<file path="config.mk">
export PLATFORM = sky130hd
export DESIGN_NAME = midpoint_circle_generator
export DESIGN_NICKNAME = d
export VERILOG_FILES = /design/src/rtl/mcg_pkg.sv /design/src/rtl/mcg_front.sv /design/src/rtl/mcg_queue.sv /design/src/rtl/mcg_back.sv /design/src/rtl/midpoint_circle_generator.sv
export SDC_FILE = /design/constraint.sdc
export NUM_CORES = 1
export LEC_CHECK = 0
export ABC_CLOCK_PERIOD_IN_PS = 12100
export BUFFER_PORTS_ARGS = -buffer_cell sky130_fd_sc_hd__clkbuf_2
export CAP_MARGIN = 15
export CORE_AREA = 3 3 223 138
export CTS_CLUSTER_DIAMETER = 100
export DETAILED_ROUTE_END_ITERATION = 12
export DIE_AREA = 0 0 226 141
export SKIP_CTS_REPAIR_TIMING = 1
export SKIP_LAST_GASP = 1
export SLEW_MARGIN = 25
export SYNTH_ARGS = -nofsm -noshare
export SYNTH_HDL_FRONTEND = slang
export SYNTH_SLANG_ARGS = --single-unit
export TNS_END_PERCENT = 100
</file>
<file path="constraint.sdc">
create_clock -name clk -period 12.1 [get_ports clk]
set_input_delay 1.815 -clock clk [delete_from_list [all_inputs] [get_ports clk]]
set_output_delay 1.815 -clock clk [all_outputs]
set_load 0.05 [all_outputs]
</file>
<file path="src/rtl/mcg_pkg.sv">
// Shared constants and codes for the midpoint circle generator.
package mcg_pkg;

  localparam int MCG_COORD_BITS   = 12;
  localparam int MCG_QUEUE_DEPTH  = 2;
  localparam int MCG_PIX_PER_STEP = 8;
  localparam int MCG_IDX_W        = $clog2(MCG_PIX_PER_STEP);

  // request kinds on the input channel
  localparam logic REQ_START   = 1'b0;
  localparam logic REQ_ADVANCE = 1'b1;

  // job kinds between front and back
  localparam logic JOB_EMPTY  = 1'b0;
  localparam logic JOB_PIXELS = 1'b1;

endpackage

</file>
<file path="src/rtl/mcg_front.sv">
// Front end: accepts requests, advances the midpoint state and queues pixel or empty jobs.
module mcg_front import mcg_pkg::*; #(
  parameter int COORD_BITS = MCG_COORD_BITS,
  localparam int RAD_W = COORD_BITS - 1,
  localparam int DEC_W = COORD_BITS + 2,
  localparam int JOB_W = 2 + 2 * COORD_BITS + 2 * RAD_W
) (
  input  logic                  clk,
  input  logic                  rst_n,
  input  logic                  req_valid,
  output logic                  req_ready,
  input  logic                  req_type,
  input  logic [COORD_BITS-1:0] req_cx,
  input  logic [COORD_BITS-1:0] req_cy,
  input  logic [RAD_W-1:0]      req_radius,
  output logic                  job_push,
  output logic [JOB_W-1:0]      job_data,
  input  logic                  job_full
);

  logic [COORD_BITS-1:0] cx_r, cx_nxt;
  logic [COORD_BITS-1:0] cy_r, cy_nxt;
  logic [RAD_W-1:0]      sx_r, sx_nxt;
  logic [RAD_W-1:0]      sy_r, sy_nxt;
  logic [DEC_W-1:0]      dec_r, dec_nxt;
  logic                  active_r, active_nxt;

  logic [RAD_W-1:0]      adv_x, adv_y;
  logic [DEC_W-1:0]      adv_dec;
  logic                  job_kind, job_done;
  logic                  accept;

  assign req_ready = !job_full;
  assign accept    = req_valid && req_ready;
  assign job_push  = accept;

  always_comb begin
    adv_x = sx_r + RAD_W'(1);
    if (dec_r[DEC_W-1]) begin
      adv_y   = sy_r;
      adv_dec = dec_r + {2'b00, adv_x, 1'b1};
    end else begin
      adv_y   = sy_r - RAD_W'(1);
      adv_dec = dec_r + {2'b00, adv_x, 1'b1} - {2'b00, adv_y, 1'b0};
    end
  end

  always_comb begin
    cx_nxt     = cx_r;
    cy_nxt     = cy_r;
    sx_nxt     = sx_r;
    sy_nxt     = sy_r;
    dec_nxt    = dec_r;
    active_nxt = active_r;
    job_kind   = JOB_PIXELS;
    job_done   = 1'b1;
    if (req_type == REQ_START) begin
      cx_nxt     = req_cx;
      cy_nxt     = req_cy;
      sx_nxt     = '0;
      sy_nxt     = req_radius;
      dec_nxt    = DEC_W'(1) - {3'b000, req_radius};
      active_nxt = (req_radius != '0);
      job_done   = (req_radius == '0);
    end else if (!active_r) begin
      // no circle in progress: one empty word, state untouched
      job_kind = JOB_EMPTY;
    end else begin
      sx_nxt     = adv_x;
      sy_nxt     = adv_y;
      dec_nxt    = adv_dec;
      active_nxt = adv_x < adv_y;
      job_done   = !(adv_x < adv_y);
    end
  end

  assign job_data = {job_kind, job_done, cx_nxt, cy_nxt, sx_nxt, sy_nxt};

  always_ff @(posedge clk) begin
    if (!rst_n) begin
      cx_r     <= '0;
      cy_r     <= '0;
      sx_r     <= '0;
      sy_r     <= '0;
      dec_r    <= '0;
      active_r <= 1'b0;
    end else if (accept) begin
      cx_r     <= cx_nxt;
      cy_r     <= cy_nxt;
      sx_r     <= sx_nxt;
      sy_r     <= sy_nxt;
      dec_r    <= dec_nxt;
      active_r <= active_nxt;
    end
  end

endmodule

</file>
<file path="src/rtl/mcg_queue.sv">
// Short job queue between the front end and the pixel emitter.
module mcg_queue import mcg_pkg::*; #(
  parameter int WIDTH = 48,
  parameter int DEPTH = MCG_QUEUE_DEPTH,
  localparam int PTR_W = (DEPTH > 1) ? $clog2(DEPTH) : 1,
  localparam int CNT_W = $clog2(DEPTH + 1)
) (
  input  logic             clk,
  input  logic             rst_n,
  input  logic             push,
  input  logic [WIDTH-1:0] push_data,
  output logic             full,
  input  logic             pop,
  output logic [WIDTH-1:0] pop_data,
  output logic             not_empty
);

  logic [WIDTH-1:0] mem_r [DEPTH];
  logic [PTR_W-1:0] wr_ptr_r, wr_ptr_nxt;
  logic [PTR_W-1:0] rd_ptr_r, rd_ptr_nxt;
  logic [CNT_W-1:0] count_r, count_nxt;
  logic             do_push, do_pop;

  assign full      = (count_r == CNT_W'(DEPTH));
  assign not_empty = (count_r != '0);
  assign do_push   = push && !full;
  assign do_pop    = pop && not_empty;
  assign pop_data  = mem_r[rd_ptr_r];

  always_comb begin
    wr_ptr_nxt = wr_ptr_r;
    rd_ptr_nxt = rd_ptr_r;
    count_nxt  = count_r;
    if (do_push) begin
      wr_ptr_nxt = (wr_ptr_r == PTR_W'(DEPTH - 1)) ? '0 : wr_ptr_r + PTR_W'(1);
    end
    if (do_pop) begin
      rd_ptr_nxt = (rd_ptr_r == PTR_W'(DEPTH - 1)) ? '0 : rd_ptr_r + PTR_W'(1);
    end
    if (do_push && !do_pop) begin
      count_nxt = count_r + CNT_W'(1);
    end else if (do_pop && !do_push) begin
      count_nxt = count_r - CNT_W'(1);
    end
  end

  always_ff @(posedge clk) begin
    if (do_push) begin
      mem_r[wr_ptr_r] <= push_data;
    end
  end

  always_ff @(posedge clk) begin
    if (!rst_n) begin
      wr_ptr_r <= '0;
      rd_ptr_r <= '0;
      count_r  <= '0;
    end else begin
      wr_ptr_r <= wr_ptr_nxt;
      rd_ptr_r <= rd_ptr_nxt;
      count_r  <= count_nxt;
    end
  end

endmodule

</file>
<file path="src/rtl/mcg_back.sv">
// Back end: 8 symmetric pixels a job (empty: one word), one a cycle if ready.
module mcg_back import mcg_pkg::*; #(
  parameter int COORD_BITS = MCG_COORD_BITS,
  localparam int RAD_W = COORD_BITS - 1,
  localparam int PIX_W = COORD_BITS + 2,
  localparam int JOB_W = 2 + 2 * COORD_BITS + 2 * RAD_W
) (
  input  logic                    clk,
  input  logic                    rst_n,
  input  logic                    job_avail,
  input  logic [JOB_W-1:0]        job_data,
  output logic                    job_pop,
  output logic                    res_valid,
  input  logic                    res_ready,
  output logic signed [PIX_W-1:0] res_px,
  output logic signed [PIX_W-1:0] res_py,
  output logic                    res_pvalid,
  output logic                    res_last,
  output logic                    res_done
);

  logic [JOB_W-1:0]     job_r;
  logic                 job_valid_r, job_valid_nxt;
  logic [MCG_IDX_W-1:0] idx_r, idx_nxt;

  logic                 out_valid_r, out_valid_nxt;
  logic [PIX_W-1:0]     px_r, py_r;
  logic                 pv_r, last_r, done_r;

  logic [RAD_W-1:0]      jx, jy, u, v;
  logic [COORD_BITS-1:0] jcx, jcy;
  logic                  jkind, jdone;
  logic [PIX_W-1:0]      ue, ve, px_calc, py_calc;
  logic                  emit, last_now;

  assign jy    = job_r[RAD_W-1:0];
  assign jx    = job_r[2*RAD_W-1:RAD_W];
  assign jcy   = job_r[2*RAD_W+COORD_BITS-1:2*RAD_W];
  assign jcx   = job_r[2*RAD_W+2*COORD_BITS-1:2*RAD_W+COORD_BITS];
  assign jdone = job_r[JOB_W-2];
  assign jkind = job_r[JOB_W-1];

  // second half of the octants swaps the roles of x and y
  assign u  = idx_r[2] ? jy : jx;
  assign v  = idx_r[2] ? jx : jy;
  assign ue = {3'b000, u};
  assign ve = {3'b000, v};
  assign px_calc = {2'b00, jcx} + (idx_r[0] ? -ue : ue);
  assign py_calc = {2'b00, jcy} + (idx_r[1] ? -ve : ve);

  assign emit     = job_valid_r && (!out_valid_r || res_ready);
  assign last_now = (jkind == JOB_EMPTY) || (idx_r == MCG_IDX_W'(MCG_PIX_PER_STEP - 1));
  assign job_pop  = job_avail && (!job_valid_r || (emit && last_now));

  always_comb begin
    job_valid_nxt = job_valid_r;
    idx_nxt       = idx_r;
    if (job_pop) begin
      job_valid_nxt = 1'b1;
      idx_nxt       = '0;
    end else if (emit) begin
      if (last_now) begin
        job_valid_nxt = 1'b0;
      end
      idx_nxt = idx_r + MCG_IDX_W'(1);
    end
    if (emit) begin
      out_valid_nxt = 1'b1;
    end else if (res_ready) begin
      out_valid_nxt = 1'b0;
    end else begin
      out_valid_nxt = out_valid_r;
    end
  end

  always_ff @(posedge clk) begin
    if (!rst_n) begin
      job_valid_r <= 1'b0;
      idx_r       <= '0;
      out_valid_r <= 1'b0;
    end else begin
      job_valid_r <= job_valid_nxt;
      idx_r       <= idx_nxt;
      out_valid_r <= out_valid_nxt;
    end
  end

  always_ff @(posedge clk) begin
    if (job_pop) begin
      job_r <= job_data;
    end
    if (emit) begin
      if (jkind == JOB_EMPTY) begin
        px_r <= '0;
        py_r <= '0;
        pv_r <= 1'b0;
      end else begin
        px_r <= px_calc;
        py_r <= py_calc;
        pv_r <= 1'b1;
      end
      last_r <= last_now;
      done_r <= jdone;
    end
  end

  assign res_valid  = out_valid_r;
  assign res_px     = px_r;
  assign res_py     = py_r;
  assign res_pvalid = pv_r;
  assign res_last   = last_r;
  assign res_done   = done_r;

endmodule

</file>
<file path="src/rtl/midpoint_circle_generator.sv">
// Top level of the midpoint circle rasteriser.
//
//  channel | direction | tdata                               | tuser                        | tlast
//  in_     | slave     | center_x, center_y, radius          | req_type                     | -
//  out_    | master    | pixel_x, pixel_y                    | pixel_valid, circle_done     | last_of_step
//
// A start or advance word produces eight pixel words, one per cycle while out_tready
// holds, and the pixel emitter is the bottleneck. An advance with no circle in
// progress produces one empty word. The front end takes a request every cycle while
// the two-entry job queue has room, so stalls on out_ only back up into in_tready
// once the queue fills. Reset is synchronous; no clearing pass is needed.
module midpoint_circle_generator import mcg_pkg::*; #(
  parameter int COORD_BITS = MCG_COORD_BITS,
  localparam int RAD_W      = COORD_BITS - 1,
  localparam int PIX_W      = COORD_BITS + 2,
  localparam int IN_DATA_W  = ((3 * COORD_BITS - 1 + 7) / 8) * 8,
  localparam int OUT_DATA_W = ((2 * PIX_W + 7) / 8) * 8,
  localparam int JOB_W      = 2 + 2 * COORD_BITS + 2 * RAD_W
) (
  input  logic                  clk,
  input  logic                  rst_n,
  input  logic                  in_tvalid,
  output logic                  in_tready,
  input  logic [IN_DATA_W-1:0]  in_tdata,   // center_x, center_y, radius, zero pad
  input  logic                  in_tuser,   // req_type
  output logic                  out_tvalid,
  input  logic                  out_tready,
  output logic [OUT_DATA_W-1:0] out_tdata,  // pixel_x, pixel_y, zero pad
  output logic [1:0]            out_tuser,  // pixel_valid, circle_done
  output logic                  out_tlast   // last_of_step
);

  logic                    q_push, q_full, q_pop, q_avail;
  logic [JOB_W-1:0]        q_in, q_out;
  logic signed [PIX_W-1:0] px, py;
  logic                    pvalid, done;

  mcg_front #(.COORD_BITS(COORD_BITS)) u_front (
    .clk        (clk),
    .rst_n      (rst_n),
    .req_valid  (in_tvalid),
    .req_ready  (in_tready),
    .req_type   (in_tuser),
    .req_cx     (in_tdata[COORD_BITS-1:0]),
    .req_cy     (in_tdata[2*COORD_BITS-1:COORD_BITS]),
    .req_radius (in_tdata[2*COORD_BITS+RAD_W-1:2*COORD_BITS]),
    .job_push   (q_push),
    .job_data   (q_in),
    .job_full   (q_full)
  );

  mcg_queue #(.WIDTH(JOB_W), .DEPTH(MCG_QUEUE_DEPTH)) u_queue (
    .clk       (clk),
    .rst_n     (rst_n),
    .push      (q_push),
    .push_data (q_in),
    .full      (q_full),
    .pop       (q_pop),
    .pop_data  (q_out),
    .not_empty (q_avail)
  );

  mcg_back #(.COORD_BITS(COORD_BITS)) u_back (
    .clk        (clk),
    .rst_n      (rst_n),
    .job_avail  (q_avail),
    .job_data   (q_out),
    .job_pop    (q_pop),
    .res_valid  (out_tvalid),
    .res_ready  (out_tready),
    .res_px     (px),
    .res_py     (py),
    .res_pvalid (pvalid),
    .res_last   (out_tlast),
    .res_done   (done)
  );

  assign out_tdata = OUT_DATA_W'({py, px});
  assign out_tuser = {done, pvalid};

endmodule

</file>
### After elaboration in Yosys (flattened, before gate mapping)

Memory sizes are Yosys's and may differ from the RTL's. A register that Yosys moved wholly into a read port is not among the register bits.
Cells that the tools add are included.

| operators by class | value |
|---|---|
| add/subtract/negate cells | 14 |
| $mul | 0 |
| divide/modulo/power cells | 0 |
| $lt $le $gt $ge | 1 |
| eq/ne operators | 3 |
| shifts and indexed selects | 0 |
| multiplexer cells | 32 |
| bitwise gates (word level) | 2 |
| reduce and logical (&&, ||, !) cells | 27 |

Operator list:

| cell | number |
|---|---|
| 2-to-1 mux 11 bit | 7 |
| 2-to-1 mux 14 bit | 5 |
| adder 12 x 14 -> 14 bit | 2 |
| negator 11 -> 14 bit | 2 |
| 2-to-1 mux 12 bit | 2 |
| 2-to-1 mux 1 bit | 16 |
| adder 14 x 12 -> 14 bit | 1 |
| subtractor 14 x 12 -> 14 bit | 1 |
| subtractor 1 x 11 -> 12 bit, first input constant | 1 |
| adder 11 x 1 -> 11 bit, second input constant | 1 |
| logical NOT 11 bit | 1 |
| < comparator 11 bit | 1 |
| nonzero test 11 bit | 1 |
| subtractor 11 x 1 -> 11 bit, second input constant | 1 |
| nonzero test 2 bit | 5 |
| logical AND 1 bit | 8 |
| logical NOT 1 bit | 6 |
| 2-to-1 mux 2 bit | 2 |
| AND reduction 2 bit | 2 |
| adder 3 x 1 -> 3 bit, second input constant | 1 |
| equality test 3 bit, second input constant | 1 |
| logical OR 1 bit | 3 |
| adder 1 bit, second input constant | 2 |
| adder 2 x 1 -> 2 bit, second input constant | 1 |
| 5 further kinds | 6 |

| word-level totals | value |
|---|---|
| register bits after elaboration | 101 |
| latch bits | 0 |
| RAM bits | 96 |
| memory bits (read-only) | 0 |
| input bits | 45 |
| output and inout port bits | 37 |
| word-level logic and storage cells | 97 |
| memories kept | 1 |

Memories:

| memory | words | width | rd ports | clocked after Yosys merged registers in | wr ports | RTL line | RTL |
|---|---|---|---|---|---|---|---|
| u_queue.mem_r | 2 | 48 | 1 | 1 | 1 | mcg_queue.sv:18 | `logic [WIDTH-1:0] mem_r [DEPTH];` |

### Depth between registers and ports, before layout

| logic depth | value |
|---|---|
| depth in word-level cells | 10 |
| depth in mapped cells | 20 |
| depth with buffers taken out | 17 |

### By module

From an unflattened synthesis, not the netlist that was laid out.

| second synthesis, totals | value |
|---|---|
| cells, all modules | 1296 |
| area total of the unflattened synthesis | 13835.8 sq um |

Modules (own cells, without submodules):

| module | times used | cells an instance | area each (sq um) | seq. area each (sq um) |
|---|---|---|---|---|
| mcg_front | 1 | 687 | 5266.3 | 1221.2 |
| mcg_back | 1 | 428 | 4823.4 | 2472.4 |
| mcg_queue | 1 | 174 | 3697.3 | 2982.9 |
| midpoint_circle_generator | 1 | 7 | 48.8 | 0.0 |

### Least setup slack after synthesis

No wires, ideal clock.

| timing | value |
|---|---|
| path type | input -> register |
| start point | input port in_tvalid |
| end point | memory u_queue.mem_r[0][0], enable pin |
| library setup time | 455 ps |
| arrival time | 4201 ps |
| required time | 11645 ps |
| path slack | 7443 ps |
| stages on the path | 3 |
| buffers on the path | 1 |
| cell sequence | nand2_1 > clkbuf_1 > nor2_1 |

| between the ends | value |
|---|---|
| word-level cells in the longest chain between the ends | 4 |

RTL lines:

| element | RTL line | RTL |
|---|---|---|
| start, declared | midpoint_circle_generator.sv:22 | `input logic in_tvalid,` |
| logical AND 1 bit | mcg_front.sv:34 | `assign accept = req_valid && req_ready;` |
| logical AND 1 bit | mcg_queue.sv:26 | `assign do_push = push && !full;` |
| 2-to-1 mux 1 bit | mcg_queue.sv:48 | `if (do_push) begin` |
| 2-to-1 mux 1 bit (not written as such) | mcg_queue.sv:49 | `mem_r[wr_ptr_r] <= push_data;` |
| end, declared | mcg_queue.sv:18 |  |

Every way passes these cells.

### Worst setup path in the final report

| timing | value |
|---|---|
| start point | register u_front.sx_r[0] |
| end point | register u_front.dec_r[13] |

| between the ends | value |
|---|---|
| word-level cells in the longest chain between the ends | 6 |

RTL lines:

| element | RTL line | RTL |
|---|---|---|
| start, declared | mcg_front.sv:23 | `logic [RAD_W-1:0] sx_r, sx_nxt;` |
| start signal, assigned | mcg_front.sv:90 | `sx_r <= sx_nxt;` |
| adder 11 x 1 -> 11 bit (*) | mcg_front.sv:38 | `adv_x = sx_r + RAD_W'(1);` |
| adder 14 x 12 -> 14 bit (*) | mcg_front.sv:41, mcg_front.sv:44 |  |
| subtractor 14 x 12 -> 14 bit | mcg_front.sv:44 | `adv_dec = dec_r + {2'b00, adv_x, 1'b1} - {2'b00, adv_y, 1'b0};` |
| 2-to-1 mux 14 bit (*) | mcg_front.sv:39 | `if (dec_r[DEC_W-1]) begin` |
| 2-to-1 mux 14 bit (*) | mcg_front.sv:65 | `end else if (!active_r) begin` |
| 2-to-1 mux 14 bit (*) | mcg_front.sv:57 | `if (req_type == REQ_START) begin` |
| end signal, assigned | mcg_front.sv:92 | `dec_r <= dec_nxt;` |
| end, declared | mcg_front.sv:25 | `logic [DEC_W-1:0] dec_r, dec_nxt;` |

Every way passes the cells marked *; elsewhere a longest branch is shown, timed or not. The select of a mux whose other input is x is not followed.
A chain may end at the register's enable or synchronous reset.

==> results by group <==
Setup path
  • Worst R2R Setup Slack: 7760 ps
  • Data arrival time of the critical path: 4780 ps
  • Crit path capture type: register
  • Crit-path cells: ha_1, nand3_1, nor2_1, and3_1, xor2_1, ha_1, a21oi_1, nand2_1, o21a_2, xor2_1, ha_1, and2_1, o21ai_0, o21ai_0, o31ai_2, xnor2_1, o32ai_2
  • Worst setup SP type: register
  • Slowest stage delay, CP: 540 ps
  • Critical path fanouts, max: 9
  • Most common cell on crit path: ha_1
  • CP max stage cell: dfxtp_1
  • CP required: 12,540 ps
  • Critical path type: register to register

STA
  • RSZ-0062 raised after global routing: false
  • FMAX: 230.4 MHz
  • Final Max Slew Viols: 0
  • Min Clock Period, post-route: 4340 ps
  • Final Setup Violations: 0
  • Max_slew headroom: 39.16%
  • Fin crit share: 35.87%
  • Slew @ Worst Pin: 912.6 ps
  • Final hold vios: 0
  • Final worst slack: 7760 ps
  • TNS Setup: 0 ps
  • Clock Skews: 12.95 ps

CTS
  • CTS sink cnt: 245
  • CTS buffer count: 25
  • CTS clk-pin slew, worst paths: 60 ps
  • H-tree depth: 1
  • CTS Buffer Depth: 3
  • Worst skew pair latency: 540 ps
  • TritonCTS clock tree: yes
  • CTS root buf: clkbuf_16

Place
  • RePlAce Congestion: 0.8749
  • Place WS: 7832 ps
  • Placed Area: 14,140 sq um
  • Dpl cells: 1,640
  • HPWL Detailed: 22.25 mm
  • PortBufs: 72

Drt
  • Vias per cell: 5.474
  • 1st-iter DRT viols: 697
  • DRT antenna net count: 0
  • DRC Markers: 0
  • WL final: 31.13 mm
  • Via count: 9,229
  • Mean routed wirelength per cell: 18.46 microns
  • Drt pass-1 iters: 5

Global routing
  • Largest net degree at the start of global routing: 72
  • Vias in the first global route: 8,722
  • Gr ovfl total: 0
  • Initial antenna violation count: 0
  • First-pass GRT wire length: 49.70 mm
  • Gr usage total: 19.97%

Die
  • Die height: 141 microns
  • # IOs: 82
  • Die Area: 31,870 sq um
  • Num rows: 48
  • Starting Density: 47.12%
  • Die Wd: 226 microns
  • Area of the core: 28,650 sq um

Power and ir drop
  • Pwr dens: 249.9 nW/um^2
  • Max rail drop VDD: 0.0002349 V
  • Static Leak: 5.638 nW

Min path
  • HP Class: register to register

Yosys
  • Sequential fraction of the synthesis area: 49.31%
  • Flops & latches, synth: 245
  • Netlist cell types: 77
  • Ys flop type: edfxtp_1
  • Mapped Area: 13,500 sq um
  • Syn_area_per_cell: 10.83 sq um
  • Ys async rst share: 0%
  • Synth Warn #: 0
  • Synthesized instance count: 1,247
  • Number of synthesized flops with an enable pin: 175

Final layout
  • Share of layout cells above drive strength 1: 17.62%
  • Fillers: 2,549
  • Nets: 1,408
  • Design area: 14,910 sq um
  • P&R area growth vs syn: 10.46%
  • Fin cells: 1,686
  • Number of diodes: 0

Run status
  • Status: completed

Flow run
  • Total of max-cap violations: 0
-- cell usage after synthesis, types with 13 or more instances --
cell type | count | area, sq um
edfxtp_1 | 175 | 5255
nand2_1 | 165 | 619.3
mux2_2 | 78 | 878.3
dfxtp_1 | 70 | 1401
nor2_1 | 69 | 259.0
ha_1 | 67 | 838.3
xor2_1 | 63 | 551.8
a21oi_1 | 58 | 290.3
xnor2_1 | 50 | 437.9
a21boi_0 | 48 | 360.4
clkbuf_1 | 40 | 150.1
o21ai_0 | 40 | 200.2
nor3_1 | 31 | 155.2
and2_1 | 27 | 168.9
mux2i_1 | 26 | 260.3
inv_1 | 25 | 93.84
nor2b_1 | 23 | 143.9
nand3_1 | 15 | 75.07
buf_1 | 13 | 48.80
-- sequential cells by signal, summed over array words and instances (netlist names), 2 cells and up --
signal / count
u_back.job_r: 48
u_back.res_py: 14
u_front.cx_r: 12
u_back.idx_r: 3
u_front.dec_r: 14
u_front.sx_r: 11
u_front.sy_r: 11
u_queue.mem_r: 96
u_queue.count_r: 2
u_front.cy_r: 12
u_back.res_px: 14
-- path summary, 6_finish.rpt --
path | to | cells after the start | startpoint
max | u_front.dec_r[13] | 17 | u_front.sx_r[0]
min | u_back.res_done | 0 | u_back.job_r[46]
max reg2reg | u_front.dec_r[13] | 17 | u_front.sx_r[0]
min reg2reg | u_back.res_done | 0 | u_back.job_r[46]
-- cells in the final DEF (no fill, tap or decap), drive strengths merged, types with 43 or more instances in the layout --
master,netlist,layout
ha,67,67
a21boi,50,50
o21ai,43,43
nand2,165,165
dfxtp,70,70
xnor2,50,50
nor2,69,69
mux2,78,78
clkbuf,40,99
xor2,63,63
edfxtp,175,175
a21oi,59,59
-- cell families after synthesis --
kind of cell	Yosys count	share of synthesized area (%)
XOR/XNOR	113	7.332
buffers and inverters	97	3.031
AO/OA/AOI/OAI	231	11.60
multiplexers	104	8.435
AND/OR/NAND/NOR	385	13.47
flip-flops	245	49.31
adder cells (fa/ha/maj)	71	6.803
other	1	0.02778
-- report_power, final --
group	leakage, nW	internal, mW	total (mW)	switching (mW)
sequential	2.24	1.20	1.34	0.132
clock	0.370	0.385	0.718	0.333
combinational	3.03	0.641	1.67	1.03
total	5.64	2.23	3.73	1.49
-- area by class of cell --
type                    instances  area [sq um]  area share (%)
clock buffers                  28         636.9           4.271
clock inverters                18         121.4          0.8140
inverters                      27         102.6          0.6881
multi-input cells             908          6464           43.35
flip-flops and latches        245          6659           44.66
well taps                     375         469.2           3.147
repair buffers                 85         457.9           3.071
-- worst max-delay path, delay by kind of cell (launching register included) --
kind            cells  cell delay (ps)
compound gates      6             1090
simple gates        5             1080
fa+ha+maj           3              910
flops               1              540
xor+xnor            3              590
-- per-layer routing --
metal	track usage [%]	vias to the layer above	part of all wire (%)
met2	25.93	232	37
li1	-	4536	-
met3	3.996	25	6.9
met4	2.505	0	0.98
met5	0	-	0
met1	34.00	4436	55
-- per-stage QoR --
step	power (mW)	utilization [%]	hold WS, ps
6_report	3.726	52.05	418.8
5_1_grt	3.985	52.05	436.2
4_1_cts	3.746	52.02	420.5
3_5_place_dp	3.011	49.37	405.6
3_3_place_gp	2.990	49.37	404.7
2_1_floorplan	2.595	-	400.3
Note: power is estimated with default switching activity, not from simulation.
